File: src/design/triangle_quality_metrics_assert.svh
// Assertion macros for the triangle quality block
`ifndef TRIANGLE_QUALITY_METRICS_ASSERT_SVH
`define TRIANGLE_QUALITY_METRICS_ASSERT_SVH
`ifndef SYNTHESIS
`define TQM_ASSERT(lbl, clk, rst_n, prop) \
  lbl: assert property (@(posedge clk) disable iff (!rst_n) prop) \
    else $error("tqm assertion failed");
`define TQM_ASSERT_RST(lbl, clk, rst_n, prop) \
  lbl: assert property (@(posedge clk) !rst_n |=> prop) \
    else $error("tqm reset assertion failed");
`else
`define TQM_ASSERT(lbl, clk, rst_n, prop)
`define TQM_ASSERT_RST(lbl, clk, rst_n, prop)
`endif
`endif

File: src/design/tqm_sqrt.sv
// Pipelined integer square root, one root bit per stage
`timescale 1ns / 1ps
module tqm_sqrt #(
  parameter int unsigned WX = 8
) (
  input  logic            clk_i,
  input  logic            en_i,
  input  logic [WX-1:0]   rad_i,
  output logic [WX/2-1:0] root_o
);

  localparam int unsigned WR = WX / 2;

  logic [WX:0]   rem_q  [WR];
  logic [WR-1:0] root_q [WR];

  for (genvar k = 0; k < WR; k++) begin : g_step
    localparam int unsigned B = WR - 1 - k;
    logic [WX:0]   rem_in;
    logic [WX:0]   trial;
    logic [WX:0]   rem_d;
    logic [WR-1:0] root_in;
    logic [WR-1:0] root_d;

    if (k == 0) begin : g_first
      assign rem_in  = (WX+1)'(rad_i);
      assign root_in = '0;
    end else begin : g_next
      assign rem_in  = rem_q[k-1];
      assign root_in = root_q[k-1];
    end

    assign trial = ((WX+1)'(root_in) << (B + 1)) | ((WX+1)'(1) << (2 * B));

    always_comb begin
      if (rem_in >= trial) begin
        rem_d  = rem_in - trial;
        root_d = root_in | (WR'(1) << B);
      end else begin
        rem_d  = rem_in;
        root_d = root_in;
      end
    end

    always_ff @(posedge clk_i) begin
      if (en_i) begin
        rem_q[k]  <= rem_d;
        root_q[k] <= root_d;
      end
    end
  end

  assign root_o = root_q[WR-1];

endmodule

File: config.mk
export PLATFORM = sky130hd
export DESIGN_NAME = tqm_sqrt
export DESIGN_NICKNAME = d
export VERILOG_FILES = /design/src/design/triangle_quality_metrics_assert.svh /design/src/design/tqm_sqrt.sv
export SDC_FILE = /design/constraint.sdc
export NUM_CORES = 1
export LEC_CHECK = 0
export BUFFER_PORTS_ARGS = -buffer_cell sky130_fd_sc_hd__buf_2
export CAP_MARGIN = 30
export CELL_PAD_IN_SITES_DETAIL_PLACEMENT = 1
export CELL_PAD_IN_SITES_GLOBAL_PLACEMENT = 1
export CORE_MARGIN = 2
export CORE_UTILIZATION = 44
export DETAILED_ROUTE_END_ITERATION = 10
export PLACE_DENSITY = 0.71
export SKIP_CTS_REPAIR_TIMING = 1
export SLEW_MARGIN = 20
export SYNTH_ARGS = -nofsm -noshare
export SYNTH_HDL_FRONTEND = slang
export SYNTH_SLANG_ARGS = --single-unit
File: constraint.sdc
create_clock -name clk_i -period 1.9 [get_ports clk_i]
set_input_delay 0.285 -clock clk_i [delete_from_list [all_inputs] [get_ports clk_i]]
set_output_delay 0.285 -clock clk_i [all_outputs]
set_load 0.005 [all_outputs]
Word-level counts from Yosys, hierarchy flattened. Memories as Yosys holds them, arrays and structs flattened. Index checks and enable logic that the tools add are counted.

Add/subtract/negate cells: 4. Multiplexer cells: 10. Magnitude comparators: 4.

Operator list (number): $mux 9 (4); $ge 9x5->1 (1); $ge 9x6->1 (1); $ge 9x7->1 (1); $sub 8x7->9 const B (1); $sub 9x5->9 (1); $sub 9x6->9 (1); $sub 9x7->9 (1); $ge 8x7->1 const B (1); $mux 4 (1); $mux 1 (3); $mux 3 (1); $mux 2 (1).

Logic and storage cells: 20. Memory bits (writable): 52. Memories: 2. Register bits after elaboration: 0.

Memory list: rem_q (words 4, width 9, rd ports 3, clocked after Yosys merged registers in 0, write ports 4, line tqm_sqrt.sv:14) `logic [WX:0] rem_q [WR];`; root_q (words 4, width 4, rd ports 4, clocked after Yosys merged registers in 0, write ports 4, line tqm_sqrt.sv:15) `logic [WR-1:0] root_q [WR];`.

Longest topological paths before layout. An unclocked memory read counts as a cell.

Depth in word-level cells: 3. Mapped depth: 6.

Worst setup path before layout. No wires, ideal clock.

Kind: reg2reg. Start: memory rem_q[1][5] (netlist name). End: memory rem_q[2][4] (netlist name) (data pin). Buffers on the path: 0. Arrival: 1694 ps. Clock period less this slack: 1955 ps. Required time: 1640 ps. Cell stages (with the launch flop): 6. Path slack: -55 ps. Cells stage by stage: edfxtp_1 > ha_1 > or4_4 > a21oi_4 > nand2_4 > mux2_4.

RTL lines (line): start, declared (tqm_sqrt.sv:14).

==> impl_metrics.yaml <==
floorplan:
  start_util: 0.458
  fp-row-count: 22
  core_um2: 3660
  dieArea_um2: 4320
  die_x_um: 65.7
  die_h_um: 65.7
  ios: 14
logic_synthesis:
  mappedNetlistArea_um2: 1680
  syn_nets: 136
  synth.distinct_cells: 32
  yosysSeqAreaShare: 0.663
  synthArstFlopShare: 0
  synth-seq-cells: 37
  avgSynthCellArea_um2: 14.4
  ys.flop_type: "edfxtp_1"
  synth_edf_count: 37
  yosys_warnings: 0
  synth_cells: 116
sta:
  finalMaxSlewViolations: 0
  fin_crit_sh: 1.01
  finalSetupViolCount: 1
  setup_slack_ns: -0.0125
  rsz0062_at_grt: "true"
  fin_setup_tns_ns: -0.0125
  fmax_ghz: 0.523
  min_period_ns: 1.91
  clock_skew_ns: 0.00498
  hold_viol_final: 0
  hold_slack_ns: 0.165
layout:
  area_delta_synth_final_pct: 18.4
  final_cell_mix: "edfxtp_1, inv_1, buf_2, ha_1, buf_4"
  multi_input_area_um2: 536
  fill_cells: 371
  antenna_cells: 0
  fin_util: 0.542
  nets: 165
  drive_above_1_share: 0.295
  layout.area.seq_um2: 1110
  final_common_cell: "edfxtp_1"
  fin_cells: 194
critical_path:
  required_ns: 1.95
  reg2reg_to: "rem_q[2][4]"
  end_kind: "flip-flop"
  startpoint_type: "flip-flop"
  regToRegSetupSlack_ns: -0.01
  worstSetupStartpoint: "rem_q[1][5]"
  critPathKind: "flip-flop to flip-flop"
  crit_path_end: "rem_q[2][4]"
  crit_path_max_fanout: 4
  arrival_ns: 1.96
  reg2reg_from: "rem_q[1][5]"
  reg2reg_depth: 5
global_routing:
  grt_pass1_wl_mm: 4.72
  grt_usage: 0.153
  overflow: 0
  grt_pass1_vias: 1063
  antenna_found_initial: 0
  grt_max_degree: 38
cts:
  clock_latency_ns: 0.29
  cts.sinks: 37
  clockBufferDepth: 2
  cts.reportedPaths.clkPinSlew_ns: 0.08
  cts_root_buf: "clkbuf_8"
  htree_levels: 2
  cts_tree: "done"
  cts_made_buffers: 5
run_status:
  violations: "negative setup slack"
  status: "finished with violations"
place:
  dpl.hpwl_mm: 2.08
  gp_congestion: 0.869
  portBuffers: 13
  dp.cells: 181
route:
  detail-route-antenna-nets: 0
  drtIter0Drc: 52
  viasPerCell: 5.07
  drc_errors: 0
  routed_wl_mm: 2.92
  via_count: 984
  wl_per_cell_um: 15.0
  drt_first_pass_iters: 4
min_path:
  hold_class: "primary input to flip-flop"
  hold_start: "rad_i[4]"
power:
  cellPowerDensity_nw_per_um2: 944
  p_leak_nw: 0.784
  ir_drop_uv: 449
run:
  drv_cap: 0
==> synth_stat cells, types with 2 or more instances <==
cell type,instances,area (um^2)
nand2_1,6,22.5
a21oi_1,4,20.0
inv_1,14,52.6
o21ai_0,3,15.0
nor2b_1,2,12.5
ha_1,10,125
xnor2_1,4,35.0
o21a_1,3,22.5
nor3_1,3,15.0
edfxtp_1,37,1110
o21ai_1,2,10.0
mux2i_1,2,20.0
mux2_2,2,22.5
nand3_1,2,10.0
nor2_1,5,18.8
==> through the flow <==
step           instance area (um^2)  total power, W  worst slack [ns]
4_1_cts                        1920         0.00186          -0.00369
2_1_floorplan                  1680         0.00122             0.106
3_5_place_dp                   1830         0.00132            0.0153
6_report                       1980         0.00187           -0.0125
3_3_place_gp                   1830         0.00130            0.0718
5_1_grt                        1980         0.00196           -0.0569
==> where the power goes <==
part           internal, W  total (W)  switching [W]
Sequential        0.000993    0.00103      0.0000379
Clock             0.000257   0.000544       0.000287
Combinational     0.000147   0.000297       0.000150
Total              0.00140    0.00187       0.000475
==> metal layers <==
layer  track usage  share of wire  wire length, um  vias up
li1              -              -                -      479
met1         0.144           0.38             1120      474
met2         0.283           0.55             1600       23
met3        0.0479          0.039              115        8
met4        0.0964          0.030               88        0
met5             0              0                0        -
==> area by class of cell <==
cell class / count / area share
Timing Repair Buffer: 22 / 0.0669
Inverter: 14 / 0.0265
Clock inverter: 3 / 0.0114
Tap cell: 48 / 0.0303
Sequential cell: 37 / 0.560
Multi-Input combinational cell: 65 / 0.270
Clock buffer: 5 / 0.0347
==> state kept, by name, summed over array words and instances, names as in the netlist <==
| register | count |
|---|---|
| root_q | 10 |
| rem_q | 27 |
==> cells by family (layout without fill, tap and decap cells) <==
| group | Yosys count | after routing | synth area share |
|---|---|---|---|
| buf+inv | 14 | 44 | 0.0314 |
| fa+ha+maj | 10 | 10 | 0.0747 |
| xor+xnor | 4 | 4 | 0.0209 |
| simple gates | 25 | 25 | 0.0844 |
| other cells | 1 | 1 | 0.00224 |
| compound gates | 19 | 19 | 0.0822 |
| flops | 37 | 37 | 0.663 |
| mux | 6 | 6 | 0.0411 |
==> how the worst min path moves through the flow <==
| stage | to | cells past startpoint |
|---|---|---|
| global route | rem_q[0][1] | 1 |
| global placement | root_q[2][3] | 0 |
| floorplan | rem_q[0][0] | 0 |
| CTS | rem_q[0][1] | 1 |
| detailed placement | root_q[1][3] | 0 |
| finish | rem_q[0][4] | 1 |
==> worst max-delay path: stages, from the launching register on <==
cell and delay (ns):
edfxtp_1 0.46, ha_4 0.20, or4_4 0.44, a21oi_4 0.18
nand2_4 0.08, mux2_4 0.30
Power figures use the tool's default switching activity.
