$ cat src/design/triangle_quality_metrics_assert.svh
// Assertion macros for the triangle quality block
`ifndef TRIANGLE_QUALITY_METRICS_ASSERT_SVH
`define TRIANGLE_QUALITY_METRICS_ASSERT_SVH
`ifndef SYNTHESIS
`define TQM_ASSERT(lbl, clk, rst_n, prop) \
  lbl: assert property (@(posedge clk) disable iff (!rst_n) prop) \
    else $error("tqm assertion failed");
`define TQM_ASSERT_RST(lbl, clk, rst_n, prop) \
  lbl: assert property (@(posedge clk) !rst_n |=> prop) \
    else $error("tqm reset assertion failed");
`else
`define TQM_ASSERT(lbl, clk, rst_n, prop)
`define TQM_ASSERT_RST(lbl, clk, rst_n, prop)
`endif
`endif

$ cat src/design/tqm_mul.sv
// Pipelined unsigned multiplier built from 32x32 partial products
`timescale 1ns / 1ps
module tqm_mul #(
  parameter int unsigned WA = 32,
  parameter int unsigned WB = 32
) (
  input  logic            clk_i,
  input  logic            en_i,
  input  logic [WA-1:0]   a_i,
  input  logic [WB-1:0]   b_i,
  output logic [WA+WB-1:0] p_o
);

  localparam int unsigned NA  = (WA + 31) / 32;
  localparam int unsigned NB  = (WB + 31) / 32;
  localparam int unsigned WAE = 32 * NA;
  localparam int unsigned WBE = 32 * NB;
  localparam int unsigned WR  = 32 * (NB + 1);
  localparam int unsigned WP  = 32 * (NA + NB);

  logic [WAE-1:0]     a_ext;
  logic [WBE-1:0]     b_ext;
  logic [63:0]        pp_q [NA][NB];
  logic [WR-1:0]      row_d [NA];
  logic [WR-1:0]      row_q [NA];
  logic [WP-1:0]      sum_d;
  logic [WA+WB-1:0]   p_q;

  assign a_ext = WAE'(a_i);
  assign b_ext = WBE'(b_i);

  always_ff @(posedge clk_i) begin
    if (en_i) begin
      for (int i = 0; i < NA; i++) begin
        for (int j = 0; j < NB; j++) begin
          pp_q[i][j] <= 64'(a_ext[32*i +: 32]) * 64'(b_ext[32*j +: 32]);
        end
      end
    end
  end

  always_comb begin
    for (int i = 0; i < NA; i++) begin
      row_d[i] = '0;
      for (int j = 0; j < NB; j++) begin
        row_d[i] = row_d[i] + (WR'(pp_q[i][j]) << (32 * j));
      end
    end
  end

  always_ff @(posedge clk_i) begin
    if (en_i) begin
      row_q <= row_d;
    end
  end

  always_comb begin
    sum_d = '0;
    for (int i = 0; i < NA; i++) begin
      sum_d = sum_d + (WP'(row_q[i]) << (32 * i));
    end
  end

  always_ff @(posedge clk_i) begin
    if (en_i) begin
      p_q <= sum_d[WA+WB-1:0];
    end
  end

  assign p_o = p_q;

endmodule

$ cat config.mk
export PLATFORM = sky130hd
export DESIGN_NAME = tqm_mul
export DESIGN_NICKNAME = d
export VERILOG_FILES = /design/src/design/triangle_quality_metrics_assert.svh /design/src/design/tqm_mul.sv
export SDC_FILE = /design/constraint.sdc
export NUM_CORES = 2
export LEC_CHECK = 0
export ABC_AREA = 1
export BUFFER_PORTS_ARGS = -buffer_cell sky130_fd_sc_hd__buf_2
export CAP_MARGIN = 15
export CORE_ASPECT_RATIO = 1.4
export CORE_UTILIZATION = 45
export DETAILED_ROUTE_END_ITERATION = 10
export PLACE_DENSITY = 0.7
export REMOVE_ABC_BUFFERS = 1
export SLEW_MARGIN = 20
export SYNTH_ARGS = -nofsm -noshare
export SYNTH_HDL_FRONTEND = slang
export SYNTH_SLANG_ARGS = --single-unit
$ cat constraint.sdc
create_clock -name clk_i -period 8.2 [get_ports clk_i]
set_clock_uncertainty 0.1 [all_clocks]
set_input_delay 1.64 -clock clk_i [delete_from_list [all_inputs] [get_ports clk_i]]
set_output_delay 1.64 -clock clk_i [all_outputs]
set_load 0.01 [all_outputs]
After elaboration in Yosys (flattened, before gate mapping) --
Memory sizes are Yosys's and may differ from the RTL's. A register that Yosys moved wholly into a read port is not among the register bits. Index checks and enable logic that the tools add are counted.
Word-level totals: register bits after elaboration 64, RAM bits 64, input port bits 66, output and inout bits 64, logic and storage cells 5, memories kept 1
Memories:
- pp_q | words 1, width 64, rd ports 1, clocked after Yosys merged registers in 1, write ports 1, line tqm_mul.sv:23 | logic [63:0] pp_q [NA][NB];
Cells by class: $mul 1, multiplexer cells 2
Operators by type and width (number):
- multiplier 32 x 32 -> 64 bit | 1
- 2-to-1 mux 1 bit | 2

Longest topological paths before layout --
depth after elaboration 2, depth in mapped cells 30, mapped depth without buffers 29

Worst setup path before layout --
OpenSTA, ideal clock, no wires.
path kind input to register, start point input port a_i[25], end point memory pp_q[0][60] (netlist name), data pin, arrival time 7.337 ns, data required time 7.848 ns, path slack 0.511 ns, stages on the path 26, buffers on the path 1, cells stage by stage clkbuf_1 nand2_1 fa_1 inv_1 fa_1 inv_1 fa_1 inv_1 fa_1 fa_1 fa_1 fa_1 inv_1 fa_1 inv_1 ha_1 nand2_1 nand2_1 a21oi_1 nand2_1 nand2_1 nand2_1 a21oi_1 nand2_1 nand2_1 nand2_1
On the way: longest elaborated chain between the ends 1
RTL lines:
- start, declared | line tqm_mul.sv:9 | input logic [WA-1:0] a_i,
- multiplier 32 x 32 -> 64 bit | line tqm_mul.sv:36 | pp_q[i][j] <= 64'(a_ext[32*i +: 32]) * 64'(b_ext[32*j +: 32]);
- end, declared | line tqm_mul.sv:23
Every way passes these cells.

Final worst setup path --
start point input port a_i[24], end point memory pp_q[0][48] (netlist name), data pin
The elaborated chain is that of the path after synthesis.

==> results.md <==
* CP startpoint: a_i[24]
* CTS root buf: clkbuf_16
* Die Ht at 363 µm
* Final count of pins violating max slew at 0
* Met3 GRT Util at 2.04%
* TritonCTS clock tree: yes
* Net count reported at finish at 6646
* Met2 usage at 49.2%
* Hold Crit Start: pp_q[0][19]$_DFFE_PP_
* Unrepaired setup endpoints after global routing: no
* Number of global-route vias before repair at 35000
* Via count at 32200
* # DRC at 0
* Die X at 260 µm
* Syn-to-layout area delta at 11.8%
* Post-synthesis sequential area ratio at 13.8%
* Row cnt at 132
* Crit Path Category: input pin to flip-flop
* Global-route wire length before repair at 185000 µm
* Grt met1 use at 26.8%
* Hold Path Cell Cnt at 0
* Largest net degree at the start of global routing at 123
* CP endpoint kind: flip-flop
* First-pass DRT Iterations at 8
* Post-Syn Area per Cell at 8.13 µm²
* Final min period at 8000 ps
* Most used cell, CP: fa_1
* Startpoint Class: input pin
* Slew Limit Headroom at 32.3%
* Ys Warns at 0
* Setup slack after layout at 205 ps
* Initial antenna violation count at 4
* Max incr delay on CP at 590 ps
* Critical-path cell list: buf_2 -> buf_4 -> nand2_1 -> fa_1 -> fa_1 -> fa_1 -> fa_1 -> inv_1 -> fa_1 -> fa_1 -> fa_1 -> inv_1 -> fa_1 -> inv_1 -> ha_1 -> nand2_1 -> inv_1 -> a21oi_1 -> buf_4 -> o21bai_1 -> a21oi_1 -> nand3_1 -> nand2_1 -> nand2_1
* Post-Syn Instances at 5149
* GRT Overall Usage at 25.8%
* Clock Latency Late Sink at 470 ps
* Crit Reg-Reg Startpoint: pp_q[0][43]$_DFFE_PP_
* Fin crit share at 97.5%
* Max cap viols at 0
* Avg WL per Cell at 17.5 µm
* Grt peak-use layer: met2
* R2r setup slk at 7300 ps
* # IOs at 130
* Cell Area, Synth at 41800 µm²
* Critical path fanouts, max at 6
* Reg2Reg Depth at 0
* Status: completed
* Core area at 92300 µm²
* Total congestion overflow at 0
* GPL Wtd Cong at 0.928
* ANT nets after route at 0
* Final setup violation count at 0
* Worst-Margin Slew at 1020 ps
* Num CTS Buffers at 17
* Max stage delay cell, worst path: fa_1
* Routed WL at 116000 µm
* Maximum root-to-sink buffer count at 2
* Reg-to-Reg End: row_q[43]$_DFFE_PP_
* Place WS at -384 ps
* Worst Hold Path EP: row_q[19]$_DFFE_PP_
* Vias per inst at 4.85
* Clk sinks at 192
* Worst EP required at 8300 ps
* Post-route cell area at 46800 µm²
* Yosys reg bits at 192
* Initial DRC Count at 1972
* Clock transition at path regs at 80 ps
* Die area at 94200 µm²
* Fmax at 125 MHz
* Starting Density at 45.3%
* Placement Cell Area at 46100 µm²
* Hold-fix buffers, CTS at 0
* DP HPWL at 102000 µm
* Min-delay worst type: flip-flop to flip-flop
* Worst hold-check slack at 317 ps
* Critical Path AT at 8100 ps
* Post-synth cell types at 24
* Fin. Hold Viols at 0
* Fraction of layout cells with a size suffix above 1 at 9.75%
* H-tree Lvls at 4
* # port buffers at 129
## stage by stage
step | std cells | utilization [%] | setup TNS (ps)
global placement | 6608 | 49.9 | -6750
CTS | 6640 | 50.6 | 0
detailed placement | 6608 | 49.9 | -9960
global route | 6641 | 50.6 | 0
finish | 6641 | 50.6 | 0
floorplan | 4957 | - | 0
## timing repair
item                                    4_1_cts  5_1_grt
setup buffers                                 0        0
endpoints found under the setup margin        0       32
resized for setup                             0       11
## critical path, delay by kind of cell
| family | cells | cell delay, ps |
|---|---|---|
| buf+inv | 7 | 950 |
| simple gates | 5 | 550 |
| fa+ha+maj | 9 | 4410 |
| compound gates | 3 | 530 |
## placed cells by master (no fill, tap or decap), types with 34 or more instances in the layout
cell	synthesis	layout
buf_4	0	284
buf_12	0	34
edfxtp_1	192	192
nand2_1	1566	1566
fa_1	896	896
nand3_1	61	61
ha_1	263	263
inv_1	1728	1728
nor2_1	76	76
buf_2	0	119
a21oi_1	45	45
## cell usage after synthesis
library cell / number / area (µm²)
a21oi_1: 45 / 225
and2_1: 1 / 6.26
clkbuf_1: 192 / 721
edfxtp_1: 192 / 5770
fa_1: 896 / 17900
ha_1: 263 / 3290
inv_1: 1728 / 6490
inv_2: 7 / 26.3
nand2_1: 1566 / 5880
nand2_2: 10 / 62.6
nand3_1: 61 / 305
nand3_2: 6 / 60.1
nand4_1: 16 / 100
nor2_1: 76 / 285
nor2_2: 21 / 131
nor2_4: 2 / 22.5
nor3_1: 12 / 60.1
nor3_2: 5 / 50.1
nor3_4: 1 / 16.3
o21ai_0: 3 / 15.0
o21bai_1: 9 / 67.6
o21bai_2: 1 / 11.3
xnor2_1: 4 / 35.0
xor2_1: 32 / 280
## per-layer routing
metal	up-vias	wire length, µm
met3	365	4240
li1	14800	-
met5	-	13
met1	16100	38900
met2	963	64200
met4	2	8490
## registers in the layout, summed over array words and instances, names as in the netlist
register,flops
p_o,64
row_q,64
pp_q,64
## logic make-up after synthesis
kind of cell | count (synthesis) | synth area share [%]
and+or+nand+nor | 1777 | 16.7
buffers and inverters | 1927 | 17.3
xor gates and xnor gates | 36 | 0.754
DFF | 192 | 13.8
adders and majority gates | 1159 | 50.7
AOI/OAI and AO/OA | 58 | 0.763
## area by class of cell
class,count,area (µm²)
diodes,1,2.50
clock buffers,17,425
clock inverters,15,228
fillers,8625,45600
inverters,1735,6510
multi-input cells,3030,28800
flip-flops and latches,192,5770
well taps,1206,1510
repair buffers,445,3470
## worst max-delay path by stage
stage                                       end  slack [ps]  cells past startpoint
after floorplan           pp_q[0][60]$_DFFE_PP_         810                     27
after global placement    pp_q[0][48]$_DFFE_PP_        -300                     28
after detailed placement  pp_q[0][48]$_DFFE_PP_        -380                     28
after CTS                 pp_q[0][48]$_DFFE_PP_         100                     28
after global routing      pp_q[0][50]$_DFFE_PP_           4                     28
final                     pp_q[0][48]$_DFFE_PP_         200                     24
Power is left out: the tool's default activity adds up to more than one toggle a clock period on the data nets, which glitch-free logic cannot reach.
