File: src/design/triangle_quality_metrics_assert.svh
// Assertion macros for the triangle quality block
`ifndef TRIANGLE_QUALITY_METRICS_ASSERT_SVH
`define TRIANGLE_QUALITY_METRICS_ASSERT_SVH
`ifndef SYNTHESIS
`define TQM_ASSERT(lbl, clk, rst_n, prop) \
  lbl: assert property (@(posedge clk) disable iff (!rst_n) prop) \
    else $error("tqm assertion failed");
`define TQM_ASSERT_RST(lbl, clk, rst_n, prop) \
  lbl: assert property (@(posedge clk) !rst_n |=> prop) \
    else $error("tqm reset assertion failed");
`else
`define TQM_ASSERT(lbl, clk, rst_n, prop)
`define TQM_ASSERT_RST(lbl, clk, rst_n, prop)
`endif
`endif

File: src/design/tqm_div.sv
// Pipelined restoring divider, one quotient bit per stage
`timescale 1ns / 1ps
module tqm_div #(
  parameter int unsigned WN = 8,
  parameter int unsigned WD = 8,
  parameter int unsigned WQ = 8
) (
  input  logic          clk_i,
  input  logic          en_i,
  input  logic [WN-1:0] num_i,
  input  logic [WD-1:0] den_i,
  output logic [WQ-1:0] quo_o
);

  localparam int unsigned WR = WD + WQ;

  logic [WR-1:0] rem_q [WQ];
  logic [WD-1:0] den_q [WQ];
  logic [WQ-1:0] quo_q [WQ];

  for (genvar k = 0; k < WQ; k++) begin : g_step
    localparam int unsigned B = WQ - 1 - k;
    logic [WR-1:0] rem_in;
    logic [WR-1:0] trial;
    logic [WR-1:0] rem_d;
    logic [WD-1:0] den_in;
    logic [WQ-1:0] quo_in;
    logic [WQ-1:0] quo_d;

    if (k == 0) begin : g_first
      assign rem_in = WR'(num_i);
      assign den_in = den_i;
      assign quo_in = '0;
    end else begin : g_next
      assign rem_in = rem_q[k-1];
      assign den_in = den_q[k-1];
      assign quo_in = quo_q[k-1];
    end

    assign trial = WR'(den_in) << B;

    always_comb begin
      if (rem_in >= trial) begin
        rem_d = rem_in - trial;
        quo_d = quo_in | (WQ'(1) << B);
      end else begin
        rem_d = rem_in;
        quo_d = quo_in;
      end
    end

    always_ff @(posedge clk_i) begin
      if (en_i) begin
        rem_q[k] <= rem_d;
        den_q[k] <= den_in;
        quo_q[k] <= quo_d;
      end
    end
  end

  assign quo_o = quo_q[WQ-1];

endmodule

File: config.mk
export PLATFORM = sky130hd
export DESIGN_NAME = tqm_div
export DESIGN_NICKNAME = d
export VERILOG_FILES = /design/src/design/triangle_quality_metrics_assert.svh /design/src/design/tqm_div.sv
export SDC_FILE = /design/constraint.sdc
export NUM_CORES = 1
export LEC_CHECK = 0
export BUFFER_PORTS_ARGS = -buffer_cell sky130_fd_sc_hd__buf_2
export CAP_MARGIN = 20
export CORE_MARGIN = 1.5
export CORE_UTILIZATION = 55
export DETAILED_ROUTE_END_ITERATION = 8
export GPL_TIMING_DRIVEN = 0
export PLACE_DENSITY = 0.8
export SLEW_MARGIN = 30
export SYNTH_ARGS = -nofsm -noshare
export SYNTH_HDL_FRONTEND = slang
export SYNTH_SLANG_ARGS = --single-unit
File: constraint.sdc
create_clock -name clk_i -period 2.4 [get_ports clk_i]
set_clock_uncertainty 0.05 [all_clocks]
set_input_delay 0.72 -clock clk_i [delete_from_list [all_inputs] [get_ports clk_i]]
set_output_delay 0.72 -clock clk_i [all_outputs]
set_load 0.01 [all_outputs]
# Yosys cells after proc, flatten, opt, wreduce, memory -nomap -nowiden
# Memories as Yosys holds them, arrays and structs flattened.
# Index checks and enable logic that the tools add are counted.
# W data, S select, Z words.
[word_totals] reg_bits=0 ramBits=256 inputBits=18 out_inout_bits=8 word_cells=37 n_memories=3
[classes] add_sub_neg=8 order_cmp=8 muxes=18
[mem_list] name="rem_q" words=8 width=16 rd=7 rd_clocked_by_memory_dff=0 wr=8 line_no="tqm_div.sv:17" source="logic [WR-1:0] rem_q [WQ];"
[mem_list] name="den_q" words=8 width=8 rd=7 rd_clocked_by_memory_dff=0 wr=8 line_no="tqm_div.sv:18" source="logic [WD-1:0] den_q [WQ];"
[mem_list] name="quo_q" words=8 width=8 rd=8 rd_clocked_by_memory_dff=0 wr=8 line_no="tqm_div.sv:19" source="logic [WQ-1:0] quo_q [WQ];"
[ops] operator="$mux W16" count=8
[ops] operator="$ge A16 B10 Y1" count=1
[ops] operator="$ge A16 B11 Y1" count=1
[ops] operator="$ge A16 B12 Y1" count=1
[ops] operator="$ge A16 B13 Y1" count=1
[ops] operator="$ge A16 B14 Y1" count=1
[ops] operator="$ge A16 B8 Y1" count=1
[ops] operator="$ge A16 B9 Y1" count=1
[ops] operator="$sub A16 B10 Y16" count=1
[ops] operator="$sub A16 B11 Y16" count=1
[ops] operator="$sub A16 B12 Y16" count=1
[ops] operator="$sub A16 B13 Y16" count=1
[ops] operator="$sub A16 B14 Y16" count=1
[ops] operator="$sub A16 B8 Y16" count=1
[ops] operator="$sub A16 B9 Y16" count=1
[ops] operator="$sub A8 B15 Y16" count=1
[ops] operator="$ge A8 B15 Y1" count=1
[ops] operator="$mux W8" count=1
[ops] operator="$mux W7" count=1
[ops] operator="$mux W6" count=1
[ops] operator="$mux W5" count=1
[ops] operator="$mux W4" count=1
[ops] operator="$mux W1" count=3
[ops] operator="$mux W3" count=1
[ops] operator="$mux W2" count=1

# Longest topological paths before layout
# An unclocked memory read counts as a cell.
[depth] depth_word=3 mapped_depth=11 mapped_depth_nobuf=10

# Worst setup path after synthesis
# No wires, ideal clock.
[synth_path] path_kind="flip-flop to flip-flop" startpoint="memory rem_q[1][5] (netlist bit)" endpoint="memory rem_q[2][15] (netlist bit), data pin" arrival_ps=2078 required_time_ps=2092 setup_slack_ps=14 stages_incl_launch_ff=11 cell_sequence="edfxtp_1 > inv_1 > ha_1 > inv_1 > fa_1 > a211oi_1 > nor2_1 > or4_1 > o2111ai_1 > nand3_1 > xnor2_1"
[synth_lines] item="start, declared" line_no="tqm_div.sv:17"

==> out/metrics.cfg <==
[placement]
placedCellCount = 1032
dpl_cell_area_sq_um = 10400
gp_congestion = 0.881
dpl.hpwl_mm = 11.2
numPortBuffers = 25
post-place-ws_ns = -0.273

[floorplanning]
die_height_um = 138
core_area_sq_um = 17800
dieWidth_um = 138
num_rows = 49
dieArea_sq_um = 18900
pin_count = 26
start_util_pct = 55.8

[min_path]
hp-start = quo_q[1][20]
min_to = quo_q[1][28]
holdCritPathClass = reg2reg
hold_path_depth = 0

[synth]
ys_ff_latch = 204
yosysTopAreaCell = edfxtp_1
mappedNetlistArea_sq_um = 9950
synth.most_common_cell = edfxtp_1
syn_inst = 776
syn_avg_cell_area_sq_um = 12.8
ys_warn_count = 0
syn_nets = 858
seq_area_frac_synth_pct = 61.6
synth-main-ff-cell = edfxtp_1
synth-async-reset-ratio_pct = 0
synth_top_area_share_pct = 61.6
synth_edf_count = 204
synth.distinct_cells = 57
yosys-top-cells-count = edfxtp_1, inv_1, nor2_1
netlist_top_cells_area = edfxtp_1, ha_1, xnor2_1

[drt]
vias_per_cell = 5.63
drtIter0Drc = 335
antenna_left = 0
wl_per_cell_um = 15.6
vias = 6100
route.detailed.drc = 0
wirelength_mm = 16.9
first_pass_iters = 5

[clock_network]
cts_made_buffers = 22
insertion_delay_ns = 0.49
clk_pin_slew_ns = 0.06
cts.hold.buffers_added = 0
htree_levels = 1
cts_tree = yes
clockBufferDepth = 3
cts.sinks = 204
cts_root_buf = clkbuf_16

[setup_path]
crit_path_end_kind = flip-flop
worstPathArrival_ns = 2.68
critPathMaxFanout = 3
cp-start-kind = flip-flop
reg2reg_depth = 10
crit_required_ns = 2.59
path_class = reg2reg
rrSetupSlack_ns = -0.09
rr_startpoint = rem_q[1][5]
r2r-end = rem_q[2][15]

[timing]
fin_crit_sh_pct = 104
clock.fmax_ghz = 0.402
layout_min_cycle_time_ns = 2.49
slew_headroom_pct = 40.8
slew_viol_final = 0
rsz0062_at_grt = true
hold_viol_final = 0
worst_slew_pin_slew_ns = 0.880
finalSetupViolCount = 2
tns_ns = -0.168
setup_ws_ns = -0.0900

[finish]
layoutNonFillerInstCount = 1083
drive_above_1_share_pct = 18.0
fin_area_sq_um = 11700
fillCellCount = 1239
final_nets = 924
antenna_cells = 0
syn_to_final_growth_pct = 17.2

[global_route]
grt_pass1_wl_mm = 26.3
grt_pass1_vias = 6091
grt-ovfl-total = 0
antenna_found_initial = 0
grt_util_all_layers_pct = 17.7
grt_max_degree = 97

[power_and_ir_drop]
switchingPower_uw = 3090
combPwrFrac_pct = 26.2
p_sw_share_pct = 28.5
p_clk_share_pct = 27.3
vdd_ir_drop_max_uv = 740
p_leak_uw = 0.00438
p_per_area_nw_per_um2 = 931
pwr-share-seq_pct = 46.4
p_int_uw = 7770

[run]
max_cap_violations = 0

[run_status]
outcome = finished, violations left
violations = setup timing

## area by class of cell
class | instances | area, sq um | area share [%]
timing repair buffer | 46 | 340 | 2.92
clock buffer | 28 | 594 | 5.10
buffer | 8 | 62.6 | 0.536
tap | 229 | 287 | 2.46
multi-input combinational | 487 | 3950 | 33.8
clock inverter | 8 | 33.8 | 0.290
sequential | 204 | 6130 | 52.5
inverter | 73 | 274 | 2.35
## layout by cell type, fill, tap and decap left out, types with 4 or more instances in the layout
cell type | netlist | layout
a211oi_1 | 7 | 4
o21a_1 | 11 | 11
nand2_1 | 40 | 39
or4_1 | 7 | 7
xor2_1 | 20 | 20
nor4_1 | 7 | 6
ha_2 | 0 | 8
ha_1 | 58 | 38
ha_4 | 0 | 12
buf_4 | 1 | 21
nand2b_1 | 11 | 10
xnor2_1 | 32 | 32
edfxtp_1 | 204 | 204
fa_2 | 0 | 4
clkbuf_1 | 3 | 5
clkbuf_16 | 0 | 23
clkinv_1 | 0 | 7
mux2_2 | 10 | 10
buf_6 | 0 | 4
inv_1 | 73 | 71
nor3_1 | 21 | 20
nor2b_1 | 8 | 7
buf_2 | 7 | 25
o21ai_0 | 30 | 30
nor2_2 | 0 | 4
nand3b_1 | 4 | 4
a21oi_1 | 54 | 50
nor2_1 | 60 | 56
a21o_1 | 20 | 20
nand3_1 | 13 | 11
o2111ai_1 | 5 | 4
## repair_timing
item,CTS,global route
cloned,0,1
setup endpoints to repair,67,63
gates resized for setup,39,51
pin swaps,12,13
buffers inserted,5,14
## registers in the layout, indices dropped and copies added, names as in the netlist
| signal | count |
|---|---|
| rem_q | 112 |
| den_q | 56 |
| quo_q | 36 |
## kinds of logic (layout without fill, tap and decap cells)
logic type	after synthesis	count (layout)	synth area share, %
AO/OA/AOI/OAI	162	162	10.7
XOR/XNOR	52	52	4.58
adder cells (fa/ha/maj)	64	64	8.50
buffers and inverters	85	163	3.34
flip-flops	204	204	61.6
multiplexers	11	11	1.23
AND/OR/NAND/NOR	198	198	10.1
## worst max-delay path by stage
stage / from / endpoint / slack, ns / cells after the start
finish: rem_q[1][5] / rem_q[2][15] / -0.09 / 10
global route: rem_q[1][5] / rem_q[2][15] / -0.21 / 10
CTS: rem_q[1][5] / rem_q[2][15] / -0.07 / 10
detailed placement: den_q[2][0] / rem_q[3][13] / -0.27 / 9
global placement: en_i / quo_q[1][26] / -1.88 / 1
floorplan: rem_q[1][5] / rem_q[2][15] / 0.01 / 10
## power groups by stage
stage / registers (uW) / clock network (uW) / logic (uW)
finish: 5040 / 2970 / 2850
global route: 5100 / 3150 / 3160
CTS: 5010 / 3020 / 2580
detailed placement: 5060 / 0 / 2440
global placement: 5060 / 0 / 2340
floorplan: 4970 / 0 / 1930
## critical path: stages (launching register included)
cell       delay [ns]
edfxtp_1         0.39
inv_1            0.08
ha_2             0.18
inv_2            0.04
fa_2             0.37
a211oi_2         0.24
nor2_1           0.08
or4_1            0.42
o2111ai_2        0.11
nand3_1          0.12
xnor2_1          0.15
## per-layer routing
layer | vias to the layer above | global-route usage [%] | share of wire (%) | routed length (um)
li1 | 3020 | - | - | -
met1 | 2873 | 17.1 | 36 | 6110
met2 | 145 | 35.1 | 55 | 9360
met3 | 62 | 2.83 | 3.3 | 562
met4 | 0 | 9.94 | 5.3 | 897
met5 | - | 0 | 0 | 0
## metrics by stage
step | util, % | power [uW] | hold slack [ns]
floorplan | - | 6900 | 0.350
finish | 65.4 | 10900 | 0.368
detailed placement | 58.5 | 7500 | 0.355
CTS | 63.3 | 10600 | 0.352
global placement | 58.1 | 7390 | 0.352
global route | 65.4 | 11400 | 0.354
(Power assumes the default switching activity.)
